<file path="config.mk">
export PLATFORM = sky130hd
export DESIGN_NAME = block_truncated_bit_packer_top_flat
export DESIGN_NICKNAME = d
export VERILOG_FILES = /design/src/design/btbp_pkg.sv /design/src/design/btbp_item_if.sv /design/src/design/btbp_byte_if.sv /design/src/design/btbp_ctrl.sv /design/src/design/btbp_dp.sv /design/src/design/block_truncated_bit_packer_top.sv /design/src/flat_wrapper.sv
export SDC_FILE = /design/constraint.sdc
export NUM_CORES = 1
export LEC_CHECK = 0
export BUFFER_PORTS_ARGS = -buffer_cell sky130_fd_sc_hd__buf_2
export CAP_MARGIN = 30
export CORE_UTILIZATION = 23
export CTS_BUF_LIST = sky130_fd_sc_hd__clkbuf_8
export CTS_CLUSTER_DIAMETER = 30
export DETAILED_ROUTE_END_ITERATION = 10
export GPL_ROUTABILITY_DRIVEN = 0
export PLACE_DENSITY = 0.39
export SYNTH_ARGS = -nofsm -noshare
export SYNTH_HDL_FRONTEND = slang
export SYNTH_SLANG_ARGS = --single-unit
</file>
<file path="constraint.sdc">
create_clock -name clk -period 12.7 [get_ports clk]
set_input_delay 0 -clock clk [delete_from_list [all_inputs] [get_ports clk]]
set_output_delay 0 -clock clk [all_outputs]
set_load 0.005 [all_outputs]
</file>
<file path="src/design/btbp_pkg.sv">
// Shared types and constants for the truncated-block bit packer.
// No dependencies; every other design file refers to this package by scoped names.
package btbp_pkg;

    localparam int VALUE_W = 32;
    localparam int COUNT_W = 6;
    localparam int BYTE_W  = 8;

    // Request function codes
    localparam logic FUNC_ENCODE = 1'b0;
    localparam logic FUNC_FLUSH  = 1'b1;

    // Smallest block size after halving, and index of the block that takes the rest
    localparam int         MIN_BLOCK  = 2;
    localparam logic [1:0] LAST_BLOCK = 2'd3;

    typedef struct packed {
        logic load;
        logic step;
        logic pop;
        logic last;
        logic flush;
    } cmd_t;

    typedef struct packed {
        logic done;
        logic cnt_nz;
        logic cnt_ge8;
        logic cnt_ge16;
        logic out_free;
    } status_t;

    // First packed bit sits in bit 0 of the stream buffer and goes to bit 7 of the byte
    function automatic logic [BYTE_W-1:0] bit_reverse(input logic [BYTE_W-1:0] b);
        logic [BYTE_W-1:0] r;
        for (int i = 0; i < BYTE_W; i++)
        begin
            r[i] = b[BYTE_W-1-i];
        end
        return r;
    endfunction

endpackage

</file>
<file path="src/design/btbp_item_if.sv">
// Request channel of the bit packer: valid/ready plus the request fields.
// Depends on btbp_pkg for field widths.
interface btbp_item_if;
    logic                          valid;
    logic                          ready;
    logic                          func;
    logic [btbp_pkg::VALUE_W-1:0]  value;
    logic [btbp_pkg::COUNT_W-1:0]  bit_count;
    logic [btbp_pkg::COUNT_W-1:0]  first_block;

    modport source (output valid, func, value, bit_count, first_block, input ready);
    modport sink   (input valid, func, value, bit_count, first_block, output ready);
endinterface

</file>
<file path="src/design/btbp_byte_if.sv">
// Result channel of the bit packer: valid/ready plus one packed byte and its last flag.
// Depends on btbp_pkg for the byte width.
interface btbp_byte_if;
    logic                         valid;
    logic                         ready;
    logic [btbp_pkg::BYTE_W-1:0]  out_byte;
    logic                         last;

    modport source (output valid, out_byte, last, input ready);
    modport sink   (input valid, out_byte, last, output ready);
endinterface

</file>
<file path="src/design/btbp_ctrl.sv">
// Sequencing controller of the bit packer: accepts requests, steps blocks, drains bytes.
// Depends on btbp_pkg (cmd_t, status_t, function codes) and btbp_item_if.
module btbp_ctrl
(
    input  logic                clk,
    input  logic                rst_n,
    btbp_item_if.sink           item,
    input  btbp_pkg::status_t   status,
    output btbp_pkg::cmd_t      cmd
);

    typedef enum logic [1:0] {
        S_IDLE,
        S_RUN,
        S_FLUSH
    } state_t;

    state_t state_reg;
    state_t state_next;
    logic   ready_reg;

    always_comb
    begin
        state_next = state_reg;
        cmd        = '0;
        unique case (state_reg)
            S_IDLE:
            begin
                if (item.valid && ready_reg)
                begin
                    if (item.func == btbp_pkg::FUNC_FLUSH)
                    begin
                        state_next = S_FLUSH;
                    end
                    else
                    begin
                        cmd.load   = 1'b1;
                        state_next = S_RUN;
                    end
                end
            end
            S_RUN:
            begin
                if (!status.done)
                begin
                    cmd.step = 1'b1;
                end
                else if (status.cnt_ge8)
                begin
                    if (status.out_free)
                    begin
                        cmd.pop  = 1'b1;
                        cmd.last = !status.cnt_ge16;
                        if (!status.cnt_ge16)
                        begin
                            state_next = S_IDLE;
                        end
                    end
                end
                else
                begin
                    // value produced no full byte: nothing to emit
                    state_next = S_IDLE;
                end
            end
            S_FLUSH:
            begin
                if (!status.cnt_nz)
                begin
                    state_next = S_IDLE;
                end
                else if (status.out_free)
                begin
                    cmd.flush  = 1'b1;
                    state_next = S_IDLE;
                end
            end
            default:
            begin
                state_next = S_IDLE;
            end
        endcase
    end

    always_ff @(posedge clk or negedge rst_n)
    begin
        if (!rst_n)
        begin
            state_reg <= S_IDLE;
            ready_reg <= 1'b1;
        end
        else
        begin
            state_reg <= state_next;
            ready_reg <= (state_next == S_IDLE);
        end
    end

    assign item.ready = ready_reg;

`ifndef NO_ASSERTIONS
    // Between requests the value is fully encoded and no whole byte is left behind
    assert property (@(posedge clk) disable iff (!rst_n)
        (state_reg == S_IDLE) |-> (status.done && !status.cnt_ge8))
        else $error("btbp_ctrl: idle with pending work");

    // A flush only ever sees a partial byte
    assert property (@(posedge clk) disable iff (!rst_n)
        (state_reg == S_FLUSH) |-> !status.cnt_ge8)
        else $error("btbp_ctrl: flush with a full byte pending");
`endif

endmodule

</file>
<file path="src/design/btbp_dp.sv">
// Datapath of the bit packer: value and block registers, block step unit,
// stream buffer and the output byte register. Depends on btbp_pkg and both channel interfaces.
module btbp_dp
#(
    parameter int MAX_BITS = 32
)
(
    input  logic                clk,
    input  logic                rst_n,
    btbp_item_if.sink           item,
    btbp_byte_if.source         result,
    input  btbp_pkg::cmd_t      cmd,
    output btbp_pkg::status_t   status
);

    localparam int CW  = $clog2(MAX_BITS + 1);
    localparam int SW  = MAX_BITS + 10;
    localparam int SCW = $clog2(SW + 1);
    localparam int VW  = (MAX_BITS > btbp_pkg::VALUE_W) ? MAX_BITS : btbp_pkg::VALUE_W;

    function automatic logic [MAX_BITS-1:0] low_mask(input logic [CW-1:0] k);
        return ~({MAX_BITS{1'b1}} << k);
    endfunction

    logic [MAX_BITS-1:0] rem_reg;
    logic [MAX_BITS-1:0] rem_next;
    logic [CW-1:0]       left_reg;
    logic [CW-1:0]       left_next;
    logic [CW-1:0]       blk_reg;
    logic [CW-1:0]       blk_next;
    logic [1:0]          blkidx_reg;
    logic [1:0]          blkidx_next;
    logic [SW-1:0]       buf_reg;
    logic [SW-1:0]       buf_next;
    logic [SCW-1:0]      cnt_reg;
    logic [SCW-1:0]      cnt_next;

    logic                        out_valid_reg;
    logic [btbp_pkg::BYTE_W-1:0] out_byte_reg;
    logic                        out_last_reg;

    // request decode
    logic [CW-1:0]       n_in;
    logic [CW-1:0]       fb_in;
    logic [VW-1:0]       v_wide;

    // block step
    logic [CW-1:0]       eff_blk;
    logic [CW-1:0]       tw;
    logic [MAX_BITS-1:0] chunk;
    logic [MAX_BITS-1:0] lb_vec;
    logic                lb;
    logic [MAX_BITS-1:0] rest;
    logic [CW-1:0]       rest_len;
    logic                more;
    logic                same;
    logic [SW-1:0]       chunk_ext;
    logic [CW-1:0]       blk_half;

    always_comb
    begin
        if (item.bit_count == '0)
        begin
            n_in = CW'(1);
        end
        else if (int'(item.bit_count) > MAX_BITS)
        begin
            n_in = CW'(MAX_BITS);
        end
        else
        begin
            n_in = CW'(item.bit_count);
        end

        if ((item.first_block == '0) || (int'(item.first_block) > int'(n_in)))
        begin
            fb_in = n_in;
        end
        else
        begin
            fb_in = CW'(item.first_block);
        end

        v_wide = VW'(item.value);
    end

    always_comb
    begin
        eff_blk   = (blkidx_reg == btbp_pkg::LAST_BLOCK) ? left_reg : blk_reg;
        tw        = (eff_blk < left_reg) ? eff_blk : left_reg;
        chunk     = rem_reg & low_mask(tw);
        lb_vec    = rem_reg >> (tw - CW'(1));
        lb        = lb_vec[0];
        rest      = rem_reg >> tw;
        rest_len  = left_reg - tw;
        more      = (rest_len != '0);
        same      = lb ? (rest == low_mask(rest_len)) : (rest == '0);
        // continuation bit lands right after the block, only when bits remain
        chunk_ext = SW'(chunk) | (SW'(more && !same) << tw);
        blk_half  = blk_reg >> 1;
    end

    always_comb
    begin
        rem_next    = rem_reg;
        left_next   = left_reg;
        blk_next    = blk_reg;
        blkidx_next = blkidx_reg;
        buf_next    = buf_reg;
        cnt_next    = cnt_reg;
        if (cmd.load)
        begin
            rem_next    = v_wide[MAX_BITS-1:0] & low_mask(n_in);
            left_next   = n_in;
            blk_next    = fb_in;
            blkidx_next = '0;
        end
        else if (cmd.step)
        begin
            rem_next    = rest;
            left_next   = (more && !same) ? rest_len : '0;
            blk_next    = (blk_half < CW'(btbp_pkg::MIN_BLOCK)) ?
                          CW'(btbp_pkg::MIN_BLOCK) : blk_half;
            blkidx_next = (blkidx_reg == btbp_pkg::LAST_BLOCK) ?
                          blkidx_reg : blkidx_reg + 2'd1;
            buf_next    = buf_reg | (chunk_ext << cnt_reg);
            cnt_next    = cnt_reg + SCW'(tw) + SCW'(more);
        end
        else if (cmd.pop)
        begin
            buf_next = buf_reg >> btbp_pkg::BYTE_W;
            cnt_next = cnt_reg - SCW'(btbp_pkg::BYTE_W);
        end
        else if (cmd.flush)
        begin
            buf_next = '0;
            cnt_next = '0;
        end
    end

    always_ff @(posedge clk or negedge rst_n)
    begin
        if (!rst_n)
        begin
            left_reg      <= '0;
            buf_reg       <= '0;
            cnt_reg       <= '0;
            out_valid_reg <= 1'b0;
        end
        else
        begin
            left_reg <= left_next;
            buf_reg  <= buf_next;
            cnt_reg  <= cnt_next;
            if (cmd.pop || cmd.flush)
            begin
                out_valid_reg <= 1'b1;
            end
            else if (result.ready)
            begin
                out_valid_reg <= 1'b0;
            end
        end
    end

    always_ff @(posedge clk)
    begin
        rem_reg    <= rem_next;
        blk_reg    <= blk_next;
        blkidx_reg <= blkidx_next;
        if (cmd.pop || cmd.flush)
        begin
            out_byte_reg <= btbp_pkg::bit_reverse(buf_reg[btbp_pkg::BYTE_W-1:0]);
            out_last_reg <= cmd.flush | cmd.last;
        end
    end

    assign status.done     = (left_reg == '0);
    assign status.cnt_nz   = (cnt_reg != '0);
    assign status.cnt_ge8  = (cnt_reg >= SCW'(btbp_pkg::BYTE_W));
    assign status.cnt_ge16 = (cnt_reg >= SCW'(2 * btbp_pkg::BYTE_W));
    assign status.out_free = !out_valid_reg || result.ready;

    assign result.valid    = out_valid_reg;
    assign result.out_byte = out_byte_reg;
    assign result.last     = out_last_reg;

`ifndef NO_ASSERTIONS
    // The stream buffer never overruns its width
    assert property (@(posedge clk) disable iff (!rst_n)
        cnt_reg <= SCW'(SW))
        else $error("btbp_dp: stream buffer overrun");

    // A block step needs bits left to write
    assert property (@(posedge clk) disable iff (!rst_n)
        cmd.step |-> (left_reg != '0))
        else $error("btbp_dp: block step with no bits left");

    // After the final byte of a value only a partial byte may remain
    assert property (@(posedge clk) disable iff (!rst_n)
        (cmd.pop && cmd.last) |=> (left_reg == '0) && (cnt_reg < SCW'(btbp_pkg::BYTE_W)))
        else $error("btbp_dp: bits left after the last byte");
`endif

endmodule

</file>
<file path="src/design/block_truncated_bit_packer_top.sv">
// Top level of the truncated-block bit packer: controller plus datapath.
// Depends on btbp_pkg, btbp_item_if, btbp_byte_if, btbp_ctrl and btbp_dp.

// An encode request writes the low bit_count bits of value (1 to MAX_BITS; 0 counts as 1,
// larger counts saturate), LSB first, in blocks: the first holds first_block bits (0 or
// anything above the bit count means all of them), each later one half the previous size
// but at least 2, and the fourth takes whatever is left. After each block that leaves bits
// unwritten a continuation bit follows: 0 ends the value when all remaining bits equal the
// last bit written, 1 carries on. Bits pack MSB first into bytes; every full byte is one
// result, and the last result of a request has last set. A flush request emits a pending
// partial byte padded with zeros, and nothing on a byte boundary. Requests are handled one
// at a time: an encode is accepted, then written block by block (1 to 4 blocks) in the shared
// block step unit, then drained byte by byte (0 to 5 bytes) through the single output byte
// register. A flush is accepted, then emits its byte once the output register is free.
// Stalls on the result channel hold the byte drain; the output register lets the next
// request enter while the last byte waits to be taken.
module block_truncated_bit_packer_top
#(
    parameter int MAX_BITS = 32
)
(
    input  logic         clk,
    input  logic         rst_n,
    btbp_item_if.sink    item,
    btbp_byte_if.source  result
);

    btbp_pkg::cmd_t    cmd;
    btbp_pkg::status_t status;

    // Sequence accept, block steps and byte drain
    btbp_ctrl u_ctrl
    (
        .clk    (clk),
        .rst_n  (rst_n),
        .item   (item),
        .status (status),
        .cmd    (cmd)
    );

    // Hold the value being encoded, the open stream bits and the output byte
    btbp_dp
    #(
        .MAX_BITS (MAX_BITS)
    )
    u_dp
    (
        .clk    (clk),
        .rst_n  (rst_n),
        .item   (item),
        .result (result),
        .cmd    (cmd),
        .status (status)
    );

endmodule
</file>
<file path="src/flat_wrapper.sv">
// flat-port wrapper written by rule: the top's interface ports become plain ports
module block_truncated_bit_packer_top_flat 
#(
    parameter int MAX_BITS = 32
)
  (clk, rst_n, item_valid, item_func, item_value, item_bit_count, item_first_block, item_ready, result_valid, result_out_byte, result_last, result_ready);
  btbp_item_if item_i ();
  btbp_byte_if result_i ();
  input  logic clk;
  input  logic rst_n;
  input wire logic [$bits(item_i.valid)-1:0] item_valid;
  input wire logic [$bits(item_i.func)-1:0] item_func;
  input wire logic [$bits(item_i.value)-1:0] item_value;
  input wire logic [$bits(item_i.bit_count)-1:0] item_bit_count;
  input wire logic [$bits(item_i.first_block)-1:0] item_first_block;
  output wire logic [$bits(item_i.ready)-1:0] item_ready;
  output wire logic [$bits(result_i.valid)-1:0] result_valid;
  output wire logic [$bits(result_i.out_byte)-1:0] result_out_byte;
  output wire logic [$bits(result_i.last)-1:0] result_last;
  input wire logic [$bits(result_i.ready)-1:0] result_ready;
  assign item_i.valid = item_valid;
  assign item_i.func = item_func;
  assign item_i.value = item_value;
  assign item_i.bit_count = item_bit_count;
  assign item_i.first_block = item_first_block;
  assign item_ready = item_i.ready;
  assign result_valid = result_i.valid;
  assign result_out_byte = result_i.out_byte;
  assign result_last = result_i.last;
  assign result_i.ready = result_ready;
  block_truncated_bit_packer_top #(.MAX_BITS(MAX_BITS)) u_core (.clk(clk), .rst_n(rst_n), .item(item_i), .result(result_i));
endmodule
</file>
==> run_results.csv <==
group,metric,value,unit
logic_synthesis,synth.yosys.warnings,0,
floorplanning,rows,87,
layout,areaGrowthSynthToFinish,11.7,%
timing,drv_slew,0,
cts,cts_sinks,107,
timing,period_needed,10.10,ns
setup_path,cp_max_fo,31,
setup_path,endpoint_kind,"flop",
logic_synthesis,ys_seq_elements,107,
floorplanning,die_area,58500,µm²
logic_synthesis,yosysMostFrequentCell,"nand2_1",
timing,clock_skew,0.0286,ns
place,io_buffers,59,
layout,largest_register_ffs,42,
logic_synthesis,syn_area,13200,µm²
route,first_pass_iters,7,
logic_synthesis,yosys-top-cells-count,"176 x nand2_1, 145 x o21ai_0, 141 x nor2_1",
logic_synthesis,synth-seq-area-share,22.0,%
logic_synthesis,synth_edf_count,47,
timing,max_slew.worst_pin.slew,1.05,ns
setup_path,cp-start-kind,"flop",
global_routing,met3_usage,4.21,%
floorplanning,start_util,23.4,%
cts,numCtsBuffers,9,
logic_synthesis,synth.net_count,1786,
place,hpwlAfterDp,51800,µm
global_routing,use_met1,30.8,%
logic_synthesis,synth_top_cells_by_area,"dfrtp_1 11%, edfxtp_1 11%, o21ai_0 5.5%, nand2_1 5.0%, a21oi_1 4.0%",
route,ant_nets,0,
logic_synthesis,async_reset_ff_share,54.2,%
global_routing,grt_pass1_wl,102000,µm
cts,clk_latency,0.49,ns
logic_synthesis,synth_largest_area_cell,"dfrtp_1",
floorplanning,die_h,242,µm
flow_run,drv_cap,0,
global_routing,grt_max_degree,59,
logic_synthesis,synth_cell_types,121,
route,wl_per_cell,27.5,µm
cts,root_buffer,"clkbuf_8",
route,via_count,15325,
route,route.detailed.drc,0,
cts,clockBufferDepth,2,
place,dp_slack,2.97,ns
cts,cts_resized,0,
layout,antenna_cells,0,
setup_path,slowest_stage,"o21ai_0",
timing,finalSetupTns,0,ns
timing,fin_crit_sh,79.5,%
cts,tritoncts,"built",
global_routing,overflow,0,
route,wirelength,68600,µm
timing,fin_ws,2.60,ns
setup_path,cp.arrival,10.46,ns
cts,h-tree-depth,3,
global_routing,use_met2,35.4,%
layout,layout.nets,1810,
layout,postLayoutCoreUtil,26.1,%
route,dr.first_iter.drc_count,1852,
timing,fmax,99.0,MHz
floorplanning,ioPinCount,60,
logic_synthesis,syn_inst,1713,
floorplanning,core,56600,µm²
timing,finalHoldViolCount,0,
global_routing,grt_use_total,23.0,%
logic_synthesis,avgSynthCellArea,7.72,µm²
setup_path,cpPeakStageDelay,0.85,ns
cts,clk_pin_slew,0.14,ns
logic_synthesis,synth_top_area_share,10.8,%
route,viasPerCell,6.13,
floorplanning,fp.dieW,242,µm
setup_path,worst-endpoint-required,13.06,ns
timing,rsz0062_at_grt,"no",
setup_path,cpLargestDelayFamily,"simple AND/OR/NAND/NOR gates",
global_routing,antenna_found_initial,0,
min_path,worstHoldPathType,"input port to flop",
global_routing,busiest_layer,"met2",
timing,slew_headroom,29.5,%
setup_path,crit_buf_inv,6,
layout,final_layout_size_suffix_gt1_share,13.5,%
run_status,status,"completed",
setup_path,path_class,"flop to flop",
logic_synthesis,synth_ff_type,"dfrtp_1",
global_routing,first_global_vias,14832,
timing,setup_viol,0,
-- area by class of cell --
type,instances,area (µm²)
clock buffer,9,124
tap,756,946
sequential,107,2910
clock inverter,7,78.8
inverter,50,190
fill,6340,41800
multi-input combinational,1435,9600
timing repair buffer,134,941
-- worst register-to-register path: cells and delay by family (launching register included) --
kind	cells	cell delay (ns)
simple gates	10	3.30
flops	1	0.40
compound gates	9	2.54
buf+inv	6	1.53
mux	2	0.86
fa+ha+maj	3	1.13
xor+xnor	1	0.22
-- cells in the final DEF, fill, tap and decap left out, drive strengths merged, types with 16 or more instances in the layout --
cell,Yosys,routed
dfrtp,57,57
o31ai,28,28
nor3,62,62
dlygate4sd3,0,34
nand3,90,90
inv,49,53
xnor2,17,17
mux2i,37,37
o311ai,21,21
a31oi,28,28
nor2,146,146
nand4,27,27
a211oi,16,16
ha,22,22
o211ai,43,43
nand2,181,181
nand2b,18,18
nor4,18,18
o21ai,168,168
a22oi,20,20
a221oi,20,20
buf,54,99
o22ai,47,47
and3,24,24
a21oi,111,111
mux2,25,25
edfxtp,47,47
-- stage by stage --
stage | instances | hold slack, ns | cell area (µm²)
after global routing | 2498 | 0.0221 | 14800
after CTS | 2497 | 0.000800 | 14800
after floorplan | 1713 | -0.296 | 13200
after detailed placement | 2447 | 0.264 | 14200
final | 2498 | 0.00513 | 14800
after global placement | 2444 | 0.271 | 14200
-- layer usage --
layer,wire length [µm],vias up,part of all wire (%)
li1,-,6769,-
met1,29500,7483,43
met2,30100,877,44
met3,5550,196,8.1
met4,3480,0,5.1
met5,0,-,0
-- cells by family (layout without fill, tap and decap cells) --
logic type               count (synthesis)  after routing  share of synthesized area, %
flip-flops                             107            107                          22.0
buffers and inverters                  171            200                          5.82
AO/OA/AOI/OAI                          683            683                          37.2
AND/OR/NAND/NOR                        629            629                          23.6
multiplexers                            74             74                          7.09
adder cells (fa/ha/maj)                 24             24                          2.38
XOR/XNOR                                25             25                          1.88
-- path summary, 6_finish.rpt --
check	cells after the start	start	slack, ns	endpoint
max in group asynchronous	3	rst_n	11.86	u_core.u_dp.cnt_reg[0]
max reg2reg	31	u_core.u_dp.blkidx_reg[0]	2.60	u_core.u_dp.buf_reg[21]
min reg2reg	0	u_core.u_dp.buf_reg[2]	0.48	u_core.u_dp.result.out_byte[5]
min	3	item_value[17]	0.005	u_core.u_dp.rem_reg[17]
max	31	u_core.u_dp.blkidx_reg[0]	2.60	u_core.u_dp.buf_reg[21]
min in group asynchronous	3	rst_n	0.21	u_core.u_dp.left_reg[5]
-- what timing repair did --
item	4_1_cts	5_1_grt
endpoints found under the setup margin	0	0
setup buffers	0	0
hold buffers	34	0
hold endpoints to repair	91	0
Power is not shown: default switching activity piles up to over one toggle a cycle in this logic, so the estimate is an artifact.
